[config.mk]
export PLATFORM = sky130hd
export DESIGN_NAME = sffd_mac
export DESIGN_NICKNAME = d
export VERILOG_FILES = /design/src/hdl/sffd_pkg.sv /design/src/hdl/sffd_mac.sv
export SDC_FILE = /design/constraint.sdc
export NUM_CORES = 2
export LEC_CHECK = 0
export BUFFER_PORTS_ARGS = -buffer_cell sky130_fd_sc_hd__buf_2
export CAP_MARGIN = 25
export CORE_MARGIN = 2
export CORE_UTILIZATION = 45
export CTS_BUF_LIST = sky130_fd_sc_hd__clkbuf_4 sky130_fd_sc_hd__clkbuf_8 sky130_fd_sc_hd__clkbuf_16
export CTS_CLUSTER_DIAMETER = 150
export DETAILED_ROUTE_END_ITERATION = 12
export PLACE_DENSITY = 0.65
export SKIP_LAST_GASP = 1
export SLEW_MARGIN = 20
export SYNTH_ARGS = -nofsm -noshare
export SYNTH_HDL_FRONTEND = slang
export SYNTH_SLANG_ARGS = --single-unit
[constraint.sdc]
create_clock -name aclk -period 12.4 [get_ports aclk]
set_input_delay 1.86 -clock aclk [delete_from_list [all_inputs] [get_ports aclk]]
set_output_delay 1.86 -clock aclk [all_outputs]
set_load 0.01 [all_outputs]
[src/hdl/sffd_pkg.sv]
// Package for the stereo fractional feedback delay: payload structs, register
// indexes and the control struct of the shared multiply-accumulate unit.
// No dependencies.
`timescale 1ns / 1ps

package sffd_pkg;

    localparam int SAMPLE_W  = 24;
    localparam int COEF_W    = 18;
    localparam int WHOLE_W   = 13;
    localparam int FRAC_W    = 16;
    localparam int FB_W      = 16;
    localparam int GAIN_W    = 17;
    localparam int CFG_IDX_W = 3;
    localparam int CFG_DAT_W = 17;

    localparam logic [GAIN_W-1:0] UNITY = 17'd65536;

    typedef struct packed {
        logic signed [SAMPLE_W-1:0] left_in;
        logic signed [SAMPLE_W-1:0] right_in;
    } sffd_in_t;

    typedef struct packed {
        logic signed [SAMPLE_W-1:0] left_out;
        logic signed [SAMPLE_W-1:0] right_out;
    } sffd_out_t;

    typedef enum logic [CFG_IDX_W-1:0] {
        CFG_DELAY_WHOLE = 3'd0,
        CFG_DELAY_FRAC  = 3'd1,
        CFG_FEEDBACK    = 3'd2,
        CFG_WET_GAIN    = 3'd3,
        CFG_DRY_GAIN    = 3'd4
    } sffd_cfg_index_t;

    typedef struct packed {
        logic mul_en;
        logic acc_en;
        logic acc_load;
        logic fin_add;
    } sffd_mac_ctrl_t;

endpackage

[src/hdl/sffd_mac.sv]
// Shared multiply-accumulate unit: registered signed product, accumulator with
// rounding bias on load, and a Q16 rounding, optional offset and 24-bit saturation.
// Depends on sffd_pkg.
`timescale 1ns / 1ps

module sffd_mac
    import sffd_pkg::*;
(
    input  logic                       aclk,
    input  sffd_mac_ctrl_t             ctrl,
    input  logic signed [SAMPLE_W-1:0] op_a,
    input  logic signed [COEF_W-1:0]   op_b,
    input  logic signed [SAMPLE_W-1:0] add_in,
    output logic signed [SAMPLE_W-1:0] result
);

    localparam int PROD_W = SAMPLE_W + COEF_W;
    localparam int ACC_W  = PROD_W + 2;
    localparam int Q_W    = ACC_W - 16;
    localparam int SUM_W  = Q_W + 1;
    localparam logic signed [ACC_W-1:0] ROUND_BIAS = ACC_W'(32768);

    logic signed [PROD_W-1:0] prod_reg;
    logic signed [ACC_W-1:0]  acc_reg;
    logic signed [ACC_W-1:0]  prod_ext;
    logic signed [SUM_W-1:0]  sum;
    logic signed [SUM_W-1:0]  add_ext;

    assign prod_ext = {{(ACC_W - PROD_W){prod_reg[PROD_W-1]}}, prod_reg};

    always_ff @(posedge aclk) begin
        if (ctrl.mul_en) begin
            prod_reg <= op_a * op_b;
        end
        if (ctrl.acc_en) begin
            if (ctrl.acc_load) begin
                acc_reg <= prod_ext + ROUND_BIAS;
            end else begin
                acc_reg <= acc_reg + prod_ext;
            end
        end
    end

    always_comb begin
        add_ext = ctrl.fin_add ? {{(SUM_W - SAMPLE_W){add_in[SAMPLE_W-1]}}, add_in} : '0;
        sum     = {acc_reg[ACC_W-1], acc_reg[ACC_W-1:16]} + add_ext;
        if (sum[SUM_W-1:SAMPLE_W-1] == {(SUM_W - SAMPLE_W + 1){sum[SUM_W-1]}}) begin
            result = sum[SAMPLE_W-1:0];
        end else if (sum[SUM_W-1]) begin
            result = {1'b1, {(SAMPLE_W - 1){1'b0}}};
        end else begin
            result = {1'b0, {(SAMPLE_W - 1){1'b1}}};
        end
    end

endmodule

# After elaboration in Yosys (flattened, before gate mapping)
# Index checks and enable logic that the tools add are counted.
# totals
regBits	86
word_cells	11
input_bits	71
# op_classes
n_eq_ne	1
multipliers	1
add_sub_neg	3
n_mux	4
# ops
operator	count
two-way mux 24 bit	2
adder 44 x 42 -> 44 bit	1
two-way mux 44 bit	1
adder 42 x 17 -> 43 bit, second input constant	1
multiplier 24 x 18 -> 42 bit	1
adder 29 bit	1
two-way mux 29 bit	1
equality test 5 bit	1

# Logic depth before layout (Yosys ltp)
# logic_depth
ltp_word	4
ltp_mapped	25
depth_no_buf	24

# Worst setup path before layout
# No wires, ideal clock.
# synth_timing
path_kind	input to register
from	input op_a[13]
to	register prod_reg[41], data pin
path_stages	24
setup_slack_ns	4.396
n_path_buf	2
t_required_ns	12.140
arrival_ns	7.744
setup_ns	0.260
path_cell_list	clkbuf_1 clkbuf_1 nand2_1 fa_1 inv_1 fa_1 inv_1 fa_1 inv_1 fa_1 fa_1 inv_1 fa_1 inv_1 ha_1 a21oi_1 o21ai_0 a221oi_1 nand2_1 o21ai_0 o22ai_1 o31ai_1 a31oi_1 xnor2_1
# synth_between
elab_chain_len	1
# synth_rtl
item	line_no	source
start, declared	sffd_mac.sv:11	input logic signed [SAMPLE_W-1:0] op_a,
multiplier 24 x 18 -> 42 bit	sffd_mac.sv:33	prod_reg <= op_a * op_b;
end signal, assigned	sffd_mac.sv:33	
end, declared	sffd_mac.sv:23	logic signed [PROD_W-1:0] prod_reg;
# Every way passes these cells.
# A chain may end at the register's enable or synchronous reset.

# Worst setup path after layout
# layout_timing
from	input op_b[1]
to	register prod_reg[41], data pin
# layout_between
elab_chain_len	1
# layout_rtl
item	line_no	source
start, declared	sffd_mac.sv:12	input logic signed [COEF_W-1:0] op_b,
multiplier 24 x 18 -> 42 bit	sffd_mac.sv:33	
# Every way passes these cells.

==> results.py <==
metrics = {
    "grt": {
        "grt_max_degree": 79,
        "grt_antenna_before_repair": 0,
        "use_met1_pct": 31.0,
        "global_route.usage.met2_pct": 34.3,
        "grt_peak_use_layer": "met2",
        "global_route_wire_length_before_repair_um": 91500,
        "grt.overflow.total": 0,
        "number_of_global_route_vias_before_repair": 18000,
        "grtUsageTotal_pct": 21.5,
        "met3_usage_pct": 3.27,
    },
    "synth": {
        "yosys.area.top_type": "sky130_fd_sc_hd__fa_1",
        "asyncSetResetFlopFracSynth_pct": 0,
        "post_synth_inst_count": 2572,
        "synth_largest_type_area_fraction_pct": 37.5,
        "synthTopCellsByArea": "sky130_fd_sc_hd__fa_1 37%, sky130_fd_sc_hd__edfxtp_1 11%, sky130_fd_sc_hd__ha_1 9.7%",
        "synth_cell_types": 68,
        "synth_top_flop_cell": "sky130_fd_sc_hd__edfxtp_1",
        "synth_enable_flop_cells": 86,
        "ys_ff_latch": 86,
        "yosysWarningCount": 0,
        "yosysSeqAreaShare_pct": 11.3,
        "synth_area_um2": 22800,
        "synthesized_net_count": 3247,
        "post_synth.cell_area_avg_um2": 8.87,
    },
    "sta": {
        "period_minus_slack_ns": 8.28,
        "worst_slew_pin_tran_ns": 0.899,
        "fin_tns_setup_ns": 0,
        "fin_worst_skew_ns": 0.0102,
        "setup_viol": 0,
        "slew_viol_final": 0,
        "final_hold_viol_count": 0,
        "layout_worst_path_cycle_share_pct": 66.8,
        "timing.slew.headroom_pct": 38.5,
        "max_clock_freq_mhz": 121,
        "final_worst_hold_slack_ns": 0.591,
        "timing.final.ws_setup_ns": 4.12,
        "rsz0062_at_grt": "false",
    },
    "layout": {
        "flip_flop_count_of_the_largest_register_all_copies_and_words_added": 44,
        "antenna_cells_inserted": 0,
        "flow.area_growth_from_synthesis_pct": 5.54,
        "layout.nets": 3256,
        "fraction_of_layout_instances_using_a_drive_strength_above_1_pct": 5.22,
        "nFillCells": 4889,
    },
    "route": {
        "detailroute.via_count": 17200,
        "drt_iter0_markers": 1090,
        "routed_wire_length_per_instance_um": 16.8,
        "drc": 0,
        "drt_pass1_iterations": 7,
        "viasPerCell": 5.28,
        "drt_wl_total_um": 54900,
        "ant_nets": 0,
    },
    "floorplan": {
        "die_area_um2": 52500,
        "top_level_ports": 95,
        "floorplan.rows": 82,
        "die_width_um": 229,
        "floorplan.die.height_um": 229,
        "core-area_um2": 50100,
        "initial_core_util_pct": 45.5,
    },
    "min_path": {
        "holdPathStages": 2,
        "end_point_of_the_most_critical_hold_path": "acc_reg[8]$_DFFE_PP_",
        "hp-start": "prod_reg[8]$_DFFE_PP_",
        "holdCritPathClass": "register to register",
    },
    "setup_path": {
        "path_class": "input port to register",
        "timing.rr.start": "prod_reg[6]$_DFFE_PP_",
        "flop_to_flop_setup_slack_ns": 8.51,
        "worstPathArrival_ns": 8.37,
        "critical_path.startpoint_type": "input port",
        "timing.critical_path.required_ns": 12.49,
        "critical_path.max_fanout": 24,
        "r2r_cells": 10,
        "cp-end-kind": "register",
        "r2r_path_end": "acc_reg[37]$_DFFE_PP_",
    },
    "clock_network": {
        "cts.path.max_buffers": 2,
        "cts_hold_buffers": 0,
        "cts_post_setup_buffers_inserted": 0,
        "root_buffer_cell": "sky130_fd_sc_hd__clkbuf_16",
        "tritoncts.num_buffers": 9,
        "worst_skew_pair.late_latency_ns": 0.35,
        "postCtsResizedCells": 0,
        "cts_tree": "built",
        "sink_count_of_the_clock_tree": 86,
        "clk_transition_reported_paths_ns": 0.07,
        "cts-htree-levels": 3,
    },
    "placement": {
        "place_worst_setup_slack_ns": 3.90,
        "gp_congestion": 0.922,
        "count_of_buffers_inserted_at_the_top_level_ports": 94,
        "place.detailed.hpwl_um": 44800,
    },
    "run": {
        "drv_cap": 0,
    },
    "status": {
        "run_status": "complete, no violations",
    },
}
through the flow:
stage | cell area, µm² | std cells | util [%]
after floorplan | 22800 | 2572 | -
after global placement | 23800 | 3241 | 47.4
after detailed placement | 23800 | 3241 | 47.4
after CTS | 24000 | 3257 | 48.0
after global routing | 24100 | 3258 | 48.1
final | 24100 | 3258 | 48.1
kinds of logic (layout without fill, tap and decap cells):
logic type	Yosys count	in the layout	share of synthesized area, %
and+or+nand+nor	772	772	16.0
buffers and inverters	617	631	10.2
adders and majority gates	604	604	47.2
AOI/OAI and AO/OA	371	371	10.5
xor gates and xnor gates	116	116	4.46
DFF	86	86	11.3
muxes	6	6	0.269
final cells by class:
class | count | area (µm²) | share of cell area, %
clock inverters | 7 | 67.6 | 0.281
well taps | 672 | 841 | 3.49
clock buffers | 9 | 225 | 0.936
flip-flops and latches | 86 | 2580 | 10.7
inverters | 518 | 1940 | 8.08
multi-input cells | 1869 | 17900 | 74.4
repair buffers | 97 | 495 | 2.06
cells in the final DEF (no fill, tap or decap), types with 9 or more instances in the layout:
cell	n
sky130_fd_sc_hd__or3_1	9
sky130_fd_sc_hd__a21oi_1	98
sky130_fd_sc_hd__inv_1	518
sky130_fd_sc_hd__xnor2_1	75
sky130_fd_sc_hd__fa_1	427
sky130_fd_sc_hd__xor2_1	41
sky130_fd_sc_hd__o21ai_1	20
sky130_fd_sc_hd__and3_1	14
sky130_fd_sc_hd__o21ai_0	82
sky130_fd_sc_hd__buf_2	93
sky130_fd_sc_hd__nor2_1	99
sky130_fd_sc_hd__a211oi_1	20
sky130_fd_sc_hd__edfxtp_1	86
sky130_fd_sc_hd__nand2_1	359
sky130_fd_sc_hd__and2_1	172
sky130_fd_sc_hd__clkbuf_16	9
sky130_fd_sc_hd__nand2b_1	22
sky130_fd_sc_hd__nand3_1	35
sky130_fd_sc_hd__o21a_1	11
sky130_fd_sc_hd__nand4_1	18
sky130_fd_sc_hd__o21bai_1	12
sky130_fd_sc_hd__a21o_1	48
sky130_fd_sc_hd__ha_1	177
sky130_fd_sc_hd__nor3_1	16
routing by layer:
metal | part of all wire, % | routed length [µm] | vias to the layer above
met5 | 0 | 0 | -
met4 | 1.5 | 842 | 0
met3 | 7.8 | 4280 | 68
met2 | 44 | 24100 | 619
met1 | 47 | 25600 | 8442
li1 | - | - | 8066
critical path, stage by stage:
cell	delay, ns
sky130_fd_sc_hd__buf_2	0.45
sky130_fd_sc_hd__nand2_1	0.15
sky130_fd_sc_hd__fa_1	0.50
sky130_fd_sc_hd__fa_1	0.52
sky130_fd_sc_hd__inv_1	0.04
sky130_fd_sc_hd__ha_1	0.29
sky130_fd_sc_hd__inv_1	0.07
sky130_fd_sc_hd__fa_1	0.50
sky130_fd_sc_hd__fa_1	0.52
sky130_fd_sc_hd__fa_1	0.49
sky130_fd_sc_hd__inv_1	0.04
sky130_fd_sc_hd__ha_1	0.35
sky130_fd_sc_hd__o211ai_1	0.11
sky130_fd_sc_hd__a21oi_1	0.25
sky130_fd_sc_hd__o211ai_1	0.21
sky130_fd_sc_hd__a2111oi_0	0.86
sky130_fd_sc_hd__o21ai_0	0.23
sky130_fd_sc_hd__buf_4	0.22
sky130_fd_sc_hd__o22ai_1	0.25
sky130_fd_sc_hd__o31ai_1	0.16
sky130_fd_sc_hd__a31oi_1	0.22
sky130_fd_sc_hd__xnor2_1	0.08
synth_stat cells, types with 3 or more instances:
cell type	instances
sky130_fd_sc_hd__a211o_1	5
sky130_fd_sc_hd__a211oi_1	20
sky130_fd_sc_hd__a21boi_0	4
sky130_fd_sc_hd__a21o_1	48
sky130_fd_sc_hd__a21oi_1	98
sky130_fd_sc_hd__a221o_1	3
sky130_fd_sc_hd__a221oi_1	4
sky130_fd_sc_hd__a31oi_1	8
sky130_fd_sc_hd__a41oi_1	5
sky130_fd_sc_hd__and2_1	172
sky130_fd_sc_hd__and3_1	14
sky130_fd_sc_hd__and4_1	4
sky130_fd_sc_hd__clkbuf_1	93
sky130_fd_sc_hd__edfxtp_1	86
sky130_fd_sc_hd__fa_1	427
sky130_fd_sc_hd__ha_1	177
sky130_fd_sc_hd__inv_1	518
sky130_fd_sc_hd__mux2i_1	5
sky130_fd_sc_hd__nand2_1	359
sky130_fd_sc_hd__nand2b_1	22
sky130_fd_sc_hd__nand3_1	35
sky130_fd_sc_hd__nand4_1	18
sky130_fd_sc_hd__nand4b_1	3
sky130_fd_sc_hd__nor2_1	99
sky130_fd_sc_hd__nor2b_1	8
sky130_fd_sc_hd__nor3_1	16
sky130_fd_sc_hd__o211ai_1	4
sky130_fd_sc_hd__o21a_1	11
sky130_fd_sc_hd__o21ai_0	82
sky130_fd_sc_hd__o21ai_1	20
sky130_fd_sc_hd__o21ai_2	3
sky130_fd_sc_hd__o21bai_1	12
sky130_fd_sc_hd__o221ai_1	4
sky130_fd_sc_hd__o22ai_1	3
sky130_fd_sc_hd__o31ai_1	8
sky130_fd_sc_hd__or2_2	5
sky130_fd_sc_hd__or3_1	9
sky130_fd_sc_hd__xnor2_1	75
sky130_fd_sc_hd__xor2_1	41
how the worst max path moves through the flow:
| stage | cells after the start | slack [ns] | endpoint | startpoint |
|---|---|---|---|---|
| 6_report | 22 | 4.12 | prod_reg[41]$_DFFE_PP_ | op_b[1] |
| 5_1_grt | 22 | 3.75 | prod_reg[41]$_DFFE_PP_ | op_b[0] |
| 4_1_cts | 22 | 4.24 | prod_reg[41]$_DFFE_PP_ | op_b[0] |
| 3_5_place_dp | 22 | 3.90 | prod_reg[41]$_DFFE_PP_ | op_b[0] |
| 3_3_place_gp | 20 | 3.88 | prod_reg[41]$_DFFE_PP_ | op_b[17] |
| 2_1_floorplan | 24 | 4.40 | prod_reg[41]$_DFFE_PP_ | op_a[13] |
Power is not shown: default switching activity piles up to over one toggle a cycle in this logic, so the estimate is an artifact.
